`src/rtl/vpt_pkg.sv`:
```
`default_nettype none

package vpt_pkg;

  // Field widths
  localparam int TS_W      = 63;
  localparam int ID_W      = 64;
  localparam int TIME_W    = 64;
  localparam int PERIOD_W  = 32;
  localparam int RUN_W     = 16;
  localparam int REJECT_W  = 32;
  localparam int CFG_IDX_W = 2;

  // Command queue between front and back
  localparam int CMDQ_DEPTH = 2;
  localparam int CMDQ_PTR_W = $clog2(CMDQ_DEPTH);
  localparam int CMDQ_CNT_W = $clog2(CMDQ_DEPTH + 1);

  // Remainder unit: one quotient bit per cycle over the timestamp width
  localparam int DIV_CNT_W = $clog2(TS_W + 1);

  // Operation codes
  localparam logic [1:0] OP_SAMPLE = 2'd0;
  localparam logic [1:0] OP_QUERY  = 2'd1;
  localparam logic [1:0] OP_FORGET = 2'd2;

  // Configuration register indexes
  localparam logic [CFG_IDX_W-1:0] CFG_NOMINAL  = 2'd0;
  localparam logic [CFG_IDX_W-1:0] CFG_MIN      = 2'd1;
  localparam logic [CFG_IDX_W-1:0] CFG_MAX      = 2'd2;
  localparam logic [CFG_IDX_W-1:0] CFG_MIN_GOOD = 2'd3;

  // Configuration reset values
  localparam logic [PERIOD_W-1:0] NOMINAL_RST  = 32'd0;
  localparam logic [PERIOD_W-1:0] MIN_RST      = 32'd1000000;
  localparam logic [PERIOD_W-1:0] MAX_RST      = 32'd100000000;
  localparam logic [RUN_W-1:0]    MIN_GOOD_RST = 16'd3;

  typedef struct packed {
    logic                is_sample;
    logic                is_query;
    logic                is_forget;
    logic [ID_W-1:0]     frame_id;
    logic [TS_W-1:0]     timestamp;
  } vpt_cmd_t;

  typedef struct packed {
    logic [PERIOD_W-1:0] nominal_period;
    logic [PERIOD_W-1:0] min_period;
    logic [PERIOD_W-1:0] max_period;
    logic [RUN_W-1:0]    min_good_samples;
  } vpt_cfg_t;

  typedef struct packed {
    logic                usable;
    logic                boundary_valid;
    logic [TIME_W-1:0]   boundary_time;
    logic [TIME_W-1:0]   measured_delta;
    logic [RUN_W-1:0]    good_run;
    logic [REJECT_W-1:0] reject_total;
  } vpt_res_t;

endpackage

`default_nettype wire

```
`src/rtl/vpt_front.sv`:
```
`default_nettype none

module vpt_front import vpt_pkg::*; (
  input  wire logic            clk,
  input  wire logic            rst_n,
  input  wire logic            in_push,
  input  wire logic [1:0]      in_operation,
  input  wire logic [ID_W-1:0] in_frame_id,
  input  wire logic [TS_W-1:0] in_timestamp,
  output logic                 in_full,
  input  wire logic            cmd_pop,
  output logic                 cmd_empty,
  output vpt_cmd_t             cmd_head
);

  vpt_cmd_t                q_r [CMDQ_DEPTH];
  logic [CMDQ_PTR_W-1:0]   wr_ptr_r, wr_ptr_nxt;
  logic [CMDQ_PTR_W-1:0]   rd_ptr_r, rd_ptr_nxt;
  logic [CMDQ_CNT_W-1:0]   cnt_r, cnt_nxt;
  logic                    push_ok;
  vpt_cmd_t                cmd_in;

  localparam logic [CMDQ_PTR_W-1:0] PTR_LAST = CMDQ_PTR_W'(CMDQ_DEPTH - 1);

  // Classify the operation; the unused selector maps to a pure status beat
  always_comb begin
    cmd_in.is_sample = (in_operation == OP_SAMPLE);
    cmd_in.is_query  = (in_operation == OP_QUERY);
    cmd_in.is_forget = (in_operation == OP_FORGET);
    cmd_in.frame_id  = in_frame_id;
    cmd_in.timestamp = in_timestamp;
  end

  assign in_full   = (cnt_r == CMDQ_CNT_W'(CMDQ_DEPTH));
  assign cmd_empty = (cnt_r == '0);
  assign push_ok   = in_push && !in_full;
  assign cmd_head  = q_r[rd_ptr_r];

  always_comb begin
    wr_ptr_nxt = wr_ptr_r;
    rd_ptr_nxt = rd_ptr_r;
    cnt_nxt    = cnt_r;
    if (push_ok) begin
      wr_ptr_nxt = (wr_ptr_r == PTR_LAST) ? '0 : wr_ptr_r + CMDQ_PTR_W'(1);
    end
    if (cmd_pop) begin
      rd_ptr_nxt = (rd_ptr_r == PTR_LAST) ? '0 : rd_ptr_r + CMDQ_PTR_W'(1);
    end
    if (push_ok && !cmd_pop) begin
      cnt_nxt = cnt_r + CMDQ_CNT_W'(1);
    end else if (!push_ok && cmd_pop) begin
      cnt_nxt = cnt_r - CMDQ_CNT_W'(1);
    end
  end

  always_ff @(posedge clk) begin
    if (!rst_n) begin
      wr_ptr_r <= '0;
      rd_ptr_r <= '0;
      cnt_r    <= '0;
    end else begin
      wr_ptr_r <= wr_ptr_nxt;
      rd_ptr_r <= rd_ptr_nxt;
      cnt_r    <= cnt_nxt;
    end
  end

  always_ff @(posedge clk) begin
    if (push_ok) begin
      q_r[wr_ptr_r] <= cmd_in;
    end
  end

endmodule

`default_nettype wire

```
`src/rtl/vpt_mod_unit.sv`:
```
`default_nettype none

module vpt_mod_unit import vpt_pkg::*; (
  input  wire logic                clk,
  input  wire logic                rst_n,
  input  wire logic                start,
  input  wire logic [TS_W-1:0]     dividend,
  input  wire logic [PERIOD_W-1:0] divisor,
  output logic                     done,
  output logic [PERIOD_W-1:0]      rem
);

  logic                  busy_r;
  logic                  done_r;
  logic [DIV_CNT_W-1:0]  cnt_r;
  logic [TS_W-1:0]       dvd_r;
  logic [PERIOD_W-1:0]   dsr_r;
  logic [PERIOD_W-1:0]   rem_r;
  logic [PERIOD_W:0]     trial;
  logic [PERIOD_W:0]     diff;
  logic                  fits;

  // Restoring step: bring down one dividend bit, subtract when it fits
  assign trial = {rem_r, dvd_r[TS_W-1]};
  assign diff  = trial - {1'b0, dsr_r};
  assign fits  = (trial >= {1'b0, dsr_r});
  assign done  = done_r;
  assign rem   = rem_r;

  always_ff @(posedge clk) begin
    if (!rst_n) begin
      busy_r <= 1'b0;
      done_r <= 1'b0;
      cnt_r  <= '0;
    end else begin
      done_r <= 1'b0;
      if (start) begin
        busy_r <= 1'b1;
        cnt_r  <= DIV_CNT_W'(TS_W);
      end else if (busy_r) begin
        cnt_r <= cnt_r - DIV_CNT_W'(1);
        if (cnt_r == DIV_CNT_W'(1)) begin
          busy_r <= 1'b0;
          done_r <= 1'b1;
        end
      end
    end
  end

  always_ff @(posedge clk) begin
    if (start) begin
      dvd_r <= dividend;
      dsr_r <= divisor;
      rem_r <= '0;
    end else if (busy_r) begin
      rem_r <= fits ? diff[PERIOD_W-1:0] : trial[PERIOD_W-1:0];
      dvd_r <= {dvd_r[TS_W-2:0], 1'b0};
    end
  end

endmodule

`default_nettype wire

```
`src/rtl/vpt_back.sv`:
```
`default_nettype none

module vpt_back import vpt_pkg::*; (
  input  wire logic     clk,
  input  wire logic     rst_n,
  input  vpt_cfg_t      cfg,
  input  wire logic     cmd_empty,
  input  vpt_cmd_t      cmd_head,
  output logic          cmd_pop,
  input  wire logic     res_taken,
  output logic          res_valid,
  output vpt_res_t      res
);

  localparam logic ST_IDLE = 1'b0;
  localparam logic ST_DIV  = 1'b1;

  logic                 state_r, state_nxt;
  logic [TS_W-1:0]      last_time_r, last_time_nxt;
  logic                 time_known_r, time_known_nxt;
  logic [ID_W-1:0]      last_frame_r, last_frame_nxt;
  logic                 frame_known_r, frame_known_nxt;
  logic [TIME_W-1:0]    delta_r, delta_nxt;
  logic [RUN_W-1:0]     good_r, good_nxt;
  logic [REJECT_W-1:0]  reject_r, reject_nxt;
  logic [TS_W-1:0]      qt_r, qt_nxt;
  logic                 res_valid_r;
  vpt_res_t             res_r, res_nxt;
  logic                 res_load;

  logic                 iv_ok;
  logic                 slot_free;
  logic                 had;
  logic                 succ;
  logic [TIME_W-1:0]    d64;
  logic                 bad;
  logic                 bvalid;
  logic [TIME_W-1:0]    btime;
  logic                 div_start;
  logic                 div_done;
  logic [PERIOD_W-1:0]  div_rem;
  logic [TS_W-1:0]      elapsed;
  logic [PERIOD_W-1:0]  pad;
  logic [TIME_W-1:0]    btime_div;

  assign iv_ok = (cfg.nominal_period != '0) &&
                 (cfg.nominal_period >= cfg.min_period) &&
                 (cfg.nominal_period <= cfg.max_period);

  assign slot_free = !res_valid_r || res_taken;

  // Successor test: no wrap from the largest id
  assign had  = time_known_r && frame_known_r;
  assign succ = had && (last_frame_r != '1) &&
                (cmd_head.frame_id == last_frame_r + ID_W'(1));
  assign d64  = {1'b0, cmd_head.timestamp} - {1'b0, last_time_r};
  assign bad  = (cmd_head.timestamp < last_time_r) ||
                (d64 < {{(TIME_W-PERIOD_W){1'b0}}, cfg.min_period}) ||
                (d64 > {{(TIME_W-PERIOD_W){1'b0}}, cfg.max_period});

  // Round up to the next boundary: add what the remainder is short of a period
  assign elapsed   = cmd_head.timestamp - last_time_r;
  assign pad       = (div_rem == '0) ? '0 : cfg.nominal_period - div_rem;
  assign btime_div = {1'b0, qt_r} + {{(TIME_W-PERIOD_W){1'b0}}, pad};

  vpt_mod_unit u_mod (
    .clk      (clk),
    .rst_n    (rst_n),
    .start    (div_start),
    .dividend (elapsed),
    .divisor  (cfg.nominal_period),
    .done     (div_done),
    .rem      (div_rem)
  );

  always_comb begin
    state_nxt       = state_r;
    last_time_nxt   = last_time_r;
    time_known_nxt  = time_known_r;
    last_frame_nxt  = last_frame_r;
    frame_known_nxt = frame_known_r;
    delta_nxt       = delta_r;
    good_nxt        = good_r;
    reject_nxt      = reject_r;
    qt_nxt          = qt_r;
    cmd_pop         = 1'b0;
    div_start       = 1'b0;
    res_load        = 1'b0;
    bvalid          = 1'b0;
    btime           = '0;
    case (state_r)
      ST_IDLE: begin
        if (!cmd_empty && slot_free) begin
          cmd_pop  = 1'b1;
          res_load = 1'b1;
          if (cmd_head.is_sample) begin
            last_time_nxt   = cmd_head.timestamp;
            time_known_nxt  = 1'b1;
            last_frame_nxt  = cmd_head.frame_id;
            frame_known_nxt = 1'b1;
            if (succ) begin
              delta_nxt = d64;
              if (bad) begin
                reject_nxt = reject_r + REJECT_W'(1);
                good_nxt   = '0;
              end else if (good_r != '1) begin
                good_nxt = good_r + RUN_W'(1);
              end
            end
          end else if (cmd_head.is_forget) begin
            time_known_nxt  = 1'b0;
            frame_known_nxt = 1'b0;
          end else if (cmd_head.is_query && iv_ok && time_known_r) begin
            bvalid = 1'b1;
            if (cmd_head.timestamp <= last_time_r) begin
              btime = {1'b0, last_time_r};
            end else begin
              // hold the result until the remainder is in
              res_load  = 1'b0;
              div_start = 1'b1;
              qt_nxt    = cmd_head.timestamp;
              state_nxt = ST_DIV;
            end
          end
        end
      end
      ST_DIV: begin
        if (div_done) begin
          res_load  = 1'b1;
          bvalid    = 1'b1;
          btime     = btime_div;
          state_nxt = ST_IDLE;
        end
      end
      default: begin
        state_nxt = ST_IDLE;
      end
    endcase
  end

  always_comb begin
    res_nxt.usable         = time_known_nxt && iv_ok && (good_nxt >= cfg.min_good_samples);
    res_nxt.boundary_valid = bvalid;
    res_nxt.boundary_time  = btime;
    res_nxt.measured_delta = delta_nxt;
    res_nxt.good_run       = good_nxt;
    res_nxt.reject_total   = reject_nxt;
  end

  always_ff @(posedge clk) begin
    if (!rst_n) begin
      state_r       <= ST_IDLE;
      last_time_r   <= '0;
      time_known_r  <= 1'b0;
      last_frame_r  <= '0;
      frame_known_r <= 1'b0;
      delta_r       <= '0;
      good_r        <= '0;
      reject_r      <= '0;
      res_valid_r   <= 1'b0;
    end else begin
      state_r       <= state_nxt;
      last_time_r   <= last_time_nxt;
      time_known_r  <= time_known_nxt;
      last_frame_r  <= last_frame_nxt;
      frame_known_r <= frame_known_nxt;
      delta_r       <= delta_nxt;
      good_r        <= good_nxt;
      reject_r      <= reject_nxt;
      if (res_load) begin
        res_valid_r <= 1'b1;
      end else if (res_taken) begin
        res_valid_r <= 1'b0;
      end
    end
  end

  always_ff @(posedge clk) begin
    qt_r <= qt_nxt;
    if (res_load) begin
      res_r <= res_nxt;
    end
  end

  assign res_valid = res_valid_r;
  assign res       = res_r;

  a_div_slot_free: assert property (@(posedge clk) disable iff (!rst_n)
    (state_r == ST_DIV) |-> !res_valid_r)
    else $error("result slot occupied during remainder run");

  a_done_in_div: assert property (@(posedge clk) disable iff (!rst_n)
    div_done |-> (state_r == ST_DIV))
    else $error("remainder done outside divide state");

  a_pop_nonempty: assert property (@(posedge clk) disable iff (!rst_n)
    cmd_pop |-> !cmd_empty)
    else $error("command popped from empty queue");

  a_start_enters_div: assert property (@(posedge clk) disable iff (!rst_n)
    div_start |=> (state_r == ST_DIV) && !cmd_pop)
    else $error("divide start did not hold the back end");

endmodule

`default_nettype wire

```
`src/rtl/vblank_phase_tracker_unit.sv`:
```
`default_nettype none

// Vblank phase tracker.
// Input channel (in_*): push an operation with in_push while in_full is low;
// sample (record id and displayed time, measure the frame interval), boundary
// query (next vblank at or after in_timestamp) or forget phase.
// Result channel (out_*): one result beat per input beat, in order; the
// oldest result sits on the ports while out_empty is low and leaves on out_pop.
// Configuration (cfg_*): always ready; write while the block is idle.
// Flow: a front queue of two entries feeds the back end; an accepted beat is
// written into the queue, then popped by the back end into the result register.
// A query that has to round up to a later boundary holds the back end in the
// bit-serial remainder unit (63 steps, one timestamp bit per cycle, then the
// done register hands the remainder over); the back end takes no other beat meanwhile.
// Other operations go through at one beat per cycle while the receiver takes results.
// When the receiver stalls, the result register holds and the back end stops
// draining the queue; in_full rises once both queue entries are taken.
// Reset empties the queue and result register, clears the phase and counters
// and loads the default window and sample threshold.
module vblank_phase_tracker_unit import vpt_pkg::*; (
  input  wire logic                  clk,
  input  wire logic                  rst_n,
  // input channel
  input  wire logic                  in_push,
  output logic                       in_full,
  input  wire logic [1:0]            in_operation,
  input  wire logic [ID_W-1:0]       in_frame_id,
  input  wire logic [TS_W-1:0]       in_timestamp,
  // result channel
  output logic                       out_empty,
  input  wire logic                  out_pop,
  output logic                       out_usable,
  output logic                       out_boundary_valid,
  output logic [TIME_W-1:0]          out_boundary_time,
  output logic signed [TIME_W-1:0]   out_measured_delta,
  output logic [RUN_W-1:0]           out_good_run,
  output logic [REJECT_W-1:0]        out_reject_total,
  // configuration
  input  wire logic                  cfg_valid,
  output logic                       cfg_ready,
  input  wire logic [CFG_IDX_W-1:0]  cfg_index,
  input  wire logic [PERIOD_W-1:0]   cfg_wdata
);

  vpt_cfg_t  cfg_r;
  vpt_cmd_t  cmd_head;
  logic      cmd_pop;
  logic      cmd_empty;
  logic      res_valid;
  logic      res_taken;
  vpt_res_t  res;

  // Configuration registers: always ready; each accepted write is registered
  assign cfg_ready = 1'b1;

  always_ff @(posedge clk) begin
    if (!rst_n) begin
      cfg_r.nominal_period   <= NOMINAL_RST;
      cfg_r.min_period       <= MIN_RST;
      cfg_r.max_period       <= MAX_RST;
      cfg_r.min_good_samples <= MIN_GOOD_RST;
    end else if (cfg_valid && cfg_ready) begin
      case (cfg_index)
        CFG_NOMINAL:  cfg_r.nominal_period   <= cfg_wdata;
        CFG_MIN:      cfg_r.min_period       <= cfg_wdata;
        CFG_MAX:      cfg_r.max_period       <= cfg_wdata;
        CFG_MIN_GOOD: cfg_r.min_good_samples <= cfg_wdata[RUN_W-1:0];
        default: begin
          // drop writes to unmapped indexes
        end
      endcase
    end
  end

  // Front: classify operations and queue them
  vpt_front u_front (
    .clk          (clk),
    .rst_n        (rst_n),
    .in_push      (in_push),
    .in_operation (in_operation),
    .in_frame_id  (in_frame_id),
    .in_timestamp (in_timestamp),
    .in_full      (in_full),
    .cmd_pop      (cmd_pop),
    .cmd_empty    (cmd_empty),
    .cmd_head     (cmd_head)
  );

  // Back: phase state, interval checks, boundary rounding, result register
  vpt_back u_back (
    .clk       (clk),
    .rst_n     (rst_n),
    .cfg       (cfg_r),
    .cmd_empty (cmd_empty),
    .cmd_head  (cmd_head),
    .cmd_pop   (cmd_pop),
    .res_taken (res_taken),
    .res_valid (res_valid),
    .res       (res)
  );

  assign res_taken          = out_pop && res_valid;
  assign out_empty          = !res_valid;
  assign out_usable         = res.usable;
  assign out_boundary_valid = res.boundary_valid;
  assign out_boundary_time  = res.boundary_time;
  assign out_measured_delta = signed'(res.measured_delta);
  assign out_good_run       = res.good_run;
  assign out_reject_total   = res.reject_total;

endmodule

`default_nettype wire
```
`config.mk`:
```
export PLATFORM = sky130hd
export DESIGN_NAME = vblank_phase_tracker_unit
export DESIGN_NICKNAME = d
export VERILOG_FILES = /design/src/rtl/vpt_pkg.sv /design/src/rtl/vpt_front.sv /design/src/rtl/vpt_mod_unit.sv /design/src/rtl/vpt_back.sv /design/src/rtl/vblank_phase_tracker_unit.sv
export SDC_FILE = /design/constraint.sdc
export NUM_CORES = 2
export LEC_CHECK = 0
export ABC_AREA = 1
export BUFFER_PORTS_ARGS = -buffer_cell sky130_fd_sc_hd__clkbuf_2
export CAP_MARGIN = 20
export CORE_MARGIN = 3
export CORE_UTILIZATION = 40
export DETAILED_ROUTE_END_ITERATION = 7
export GPL_TIMING_DRIVEN = 0
export PLACE_DENSITY = 0.67
export SLEW_MARGIN = 20
export SYNTH_ARGS = -nofsm -noshare
export SYNTH_HDL_FRONTEND = slang
export SYNTH_HIERARCHICAL = 1
export SYNTH_SLANG_ARGS = --single-unit
```
`constraint.sdc`:
```
create_clock -name clk -period 10.54 [get_ports clk]
set_input_delay 2.108 -clock clk [delete_from_list [all_inputs] [get_ports clk]]
set_output_delay 2.108 -clock clk [all_outputs]
set_load 0.02 [all_outputs]
```
* Word level (Yosys, flattened, before mapping)
Memories as Yosys holds them, arrays and structs flattened. A register that Yosys moved wholly into a read port is not among the register bits. Index checks and enable logic that the tools add are counted. Widths: inputs -> output; s select.
Word-level totals: register bits after elaboration 735, memories kept 1, logic and storage cells 176, output and inout port bits 181, input bits 168, RAM bits 260
Operators by class: $lt $le $gt $ge 8, bitwise gates (word level) 6, eq/ne operators 10, add/subtract/negate cells 13, reductions and logical operators 39, multiplexer cells 70
Memories:
- u_front.q_r | depth 2, bits a word 130, read ports 1, clocked after Yosys merged registers in 1, write ports 1, line vpt_front.sv:16 | vpt_cmd_t q_r [CMDQ_DEPTH];
Operator list (number):
- $mux 64 | 9
- $mux 32 | 7
- $mux 63 | 3
- $pmux 64 s2 | 1
- $mux 16 | 6
- $add 63x32->64 | 1
- $add 64x1->64 const B | 1
- $eq 64x64->1 | 1
- $gt 64x32->1 | 1
- $lt 64x32->1 | 1
- $ne 64x64->1 const B | 1
- $sub 32x32->32 | 2
- $sub 63x63->64 | 1
- $le 63x63->1 | 1
- $lt 63x63->1 | 1
- $sub 63x63->63 | 1
- $mux 1 | 37
- $ge 33x32->1 | 1
- $add 32x1->32 const B | 1
- $ge 32x32->1 | 1
- $le 32x32->1 | 1
- $logic_not 32->1 | 1
- $reduce_bool 32->1 | 1
- $add 16x1->16 const B | 1
- 22 further kinds | 64

* Depth between registers and ports, before layout
word-level depth 11, depth in mapped cells 46, mapped depth without buffers 44

* By module
The synthesis kept the hierarchy.
Modules (own cells, without submodules):
- vpt_back | times used 1, cells an instance 5406, sequential area each 12101.6 µm², area an instance 36311.1 µm²
- vpt_front | times used 1, cells an instance 445, sequential area each 7907.6 µm², area an instance 9659.3 µm²
- vpt_mod_unit | times used 1, cells an instance 1104, sequential area each 3653.5 µm², area an instance 8056.5 µm²
- vblank_phase_tracker_unit | times used 1, cells an instance 688, sequential area each 2242.2 µm², area an instance 4573.1 µm²

* Worst setup path before layout
OpenSTA, ideal clock, no wires.
path kind input to register, start point input port in_push, end point memory u_front/q_r[0][0] in the netlist's numbering (enable), required time 9.919 ns, setup slack 2.255 ns, buffers on the path 0, library setup time 0.621 ns, arrival time 7.664 ns, stages on the path 2, cell sequence o21ai_0 -> nor2_1
Between the ends: cells in the longest elaborated chain, start to end 3
RTL lines:
- start: declaration | line vblank_phase_tracker_unit.sv:24 | input wire logic in_push,
- $logic_and 1x1->1 | line vpt_front.sv:36 | assign push_ok = in_push && !in_full;
- $mux 1 | line vpt_front.sv:69 | if (push_ok) begin
- $mux 1 (implied by the code) | line vpt_front.sv:70 | q_r[wr_ptr_r] <= cmd_in;
- end: declaration | line vpt_front.sv:16
Every way passes these cells.

==> flow_metrics.tcl <==
set metrics [dict create \
    synth_edf_count 596 \
    root_buffer "clkbuf_16" \
    drt-pass1-iter-count 6 \
    antenna_found_initial 7 \
    synthCells 7643 \
    place.gp.congestion 0.993 \
    rsz0062_at_grt "no" \
    grt_pass1_wl_um 304000 \
    leakagePower_uw 0.0310 \
    grt_max_degree 54 \
    cts_sinks 996 \
    nets 8598 \
    ys_seq_area_frac 0.442 \
    synthDistinctLibCells 64 \
    setup_viol 0 \
    hold_buffers 0 \
    hold_violations 0 \
    worstSetupStartpointType "flop" \
    placed_cell_area_sq_um 63200 \
    syn_to_final_growth_pct 14.2 \
    period_needed_ps 9080 \
    fp.coreArea_sq_um 145000 \
    netlist_area_sq_um 58600 \
    synth_top_area_share 0.305 \
    die-area_sq_um 151000 \
    final.setup_skew_ps 78.0 \
    finalCritPeriodShare 0.861 \
    synthArstFlopShare 0 \
    first_global_vias 49600 \
    viasPerCell 5.14 \
    post-cts-setup-buffers 0 \
    ys_ff_latch 996 \
    drt-total-wl_um 207000 \
    initial_utilization 0.405 \
    worst_pin_slew_ps 1280 \
    outcome "completed" \
    cts_resized 0 \
    dp.final_hpwl_um 168000 \
    critPathKind "flop to flop" \
    crit_path_frequent_cell "nand2_1" \
    hold_class "flop to flop" \
    timing.hold.ws_ps 463 \
    slew_viol_final 0 \
    arrival_ps 9580 \
    r2r_slack_ps 1460 \
    cp.required_ps 11040 \
    row_count 139 \
    num_io_pins 349 \
    irDropWorstVdd_mv 0.165 \
    instances_no_fill 10100 \
    syn_avg_cell_area_sq_um 7.67 \
    path_buf_inv 4 \
    cp_top_family "simple AND/OR/NAND/NOR gates" \
    cts.clk_slew.worst_paths_ps 60 \
    grtUsageTotal 0.266 \
    ys_warn_count 6 \
    crit_slowest_cell "xor2_1" \
    drive_gt1_frac 0.104 \
    synth_ff_type "edfxtp_1" \
    cts.htree.levels 3 \
    synth.area.top_cells "edfxtp_1 31%, nand2_1 14%, dfxtp_1 14%, inv_1 7.9%, ha_1 6.6%" \
    cts_tree "yes" \
    die_h_um 389 \
    fin_area_sq_um 66900 \
    final_antenna_net_count 0 \
    total_power_uw 17000 \
    slew_headroom 0.147 \
    first_iter_violations 4481 \
    wire_per_inst_um 20.4 \
    power.density_nw_per_um2 254 \
    cp_max_fo 10 \
    globalRouteOverflowTotal 0 \
    yosysTopAreaCell "edfxtp_1" \
    cap_violations 0 \
    cts_buffer_depth 3 \
    insertion_delay_ps 790 \
    vias 52000 \
    placed_cells 9911 \
    post-route-drc-count 0 \
    critical-path-max-stage-delay_ps 930 \
    syn-num-nets 8122 \
    io_buffers 345 \
    fmax_mhz 110 \
    cp-end-kind "flop" \
    cts-buffers-inserted 109 \
    die_x_um 389 \
]
-- metrics by stage --
stage          TNS [ps]  setup slack, ps   util
2_1_floorplan         0             2250      -
3_3_place_gp    -300570            -1220  0.434
3_5_place_dp          0             1730  0.438
4_1_cts               0             1710  0.463
5_1_grt               0              925  0.463
6_report              0             1460  0.463
-- power by group --
group / switching, uW / total [uW] / internal (uW)
Clock: 1680 / 3890 / 2210
Combinational: 5560 / 7830 / 2260
Sequential: 384 / 5270 / 4880
-- routing by layer --
metal / global-route usage / part of all wire / vias up / wire [um]
met2: 0.467 / 0.49 / 1767 / 100000
met3: 0.0357 / 0.060 / 436 / 12500
li1: - / - / 25700 / -
met4: 0.127 / 0.055 / 0 / 11400
met1: 0.323 / 0.40 / 24100 / 82600
met5: 0 / 0 / - / 0
-- final timing paths --
path              startpoint               to  cells past startpoint
setup reg to reg        flop  u_back/res[177]                     42
hold reg to reg    cfg_r[42]        cfg_r[42]                      2
hold / removal     cfg_r[42]        cfg_r[42]                      2
setup / recovery        flop  u_back/res[177]                     42
-- cells by family (layout without fill, tap and decap cells) --
| group | count (synthesis) | count (layout) | synth area share |
|---|---|---|---|
| compound gates | 954 | 954 | 0.0895 |
| xor+xnor | 113 | 113 | 0.0171 |
| fa+ha+maj | 311 | 311 | 0.0669 |
| buf+inv | 1413 | 1984 | 0.0937 |
| flops | 996 | 996 | 0.442 |
| mux | 130 | 130 | 0.0250 |
| other cells | 1 | 7 | 0.0000640 |
| simple gates | 3725 | 3725 | 0.266 |
-- flip-flops by register name, summed over array words and instances, names as in the netlist, 6 cells and up, named ones only --
name                 flops
cfg_r                  112
u_back/delta_r          64
u_back/good_r           16
u_back/last_frame_r     64
u_back/last_time_r      63
u_back/qt_r             63
u_back/reject_r         32
u_back/res             178
u_back/u_mod/cnt_r       6
u_back/u_mod/dsr_r      32
u_back/u_mod/dvd_r      63
u_back/u_mod/rem        32
u_front/q_r            260
-- cells in the final DEF (no fill, tap or decap), drive strengths merged, types with 307 or more instances in the layout --
cell type and instances:
clkbuf 601, nand2 2220, edfxtp 596, dfxtp 400, nand3 400, o21ai 332, ha 307, inv 1236
nor2 778, a21oi 484
-- cells in the mapped netlist (all sizes together) (12+ instances only) --
cell type  number
nand2        2220
inv          1232
nor2          778
edfxtp        596
a21oi         484
dfxtp         400
nand3         400
o21ai         332
ha            307
mux2          130
clkbuf        103
nand4         100
xor2           75
buf            73
nor3           73
nand3b         63
nor4           39
xnor2          37
or2            35
a211oi         28
a31oi          25
o21bai         17
o21a           16
a21boi         14
a21o           12
and2           12
-- worst reg2reg max path: cells and delay by family (launching register included) --
kind / cells / cell delay, ps
adder cells (fa/ha/maj): 4 / 1270
XOR/XNOR: 1 / 930
flip-flops: 1 / 350
buffers and inverters: 4 / 890
AND/OR/NAND/NOR: 25 / 3430
AO/OA/AOI/OAI: 7 / 1440
multiplexers: 1 / 480
-- layout make-up --
cell class	count	area [sq um]
flip-flops and latches	996	25900
clock inverters	53	577
plain buffers	176	848
repair buffers	365	2190
multi-input cells	5234	27300
well taps	1903	2380
clock buffers	153	3090
fillers	14300	77600
inverters	1237	4650
diodes	6	15.0
Power figures use the tool's default switching activity.
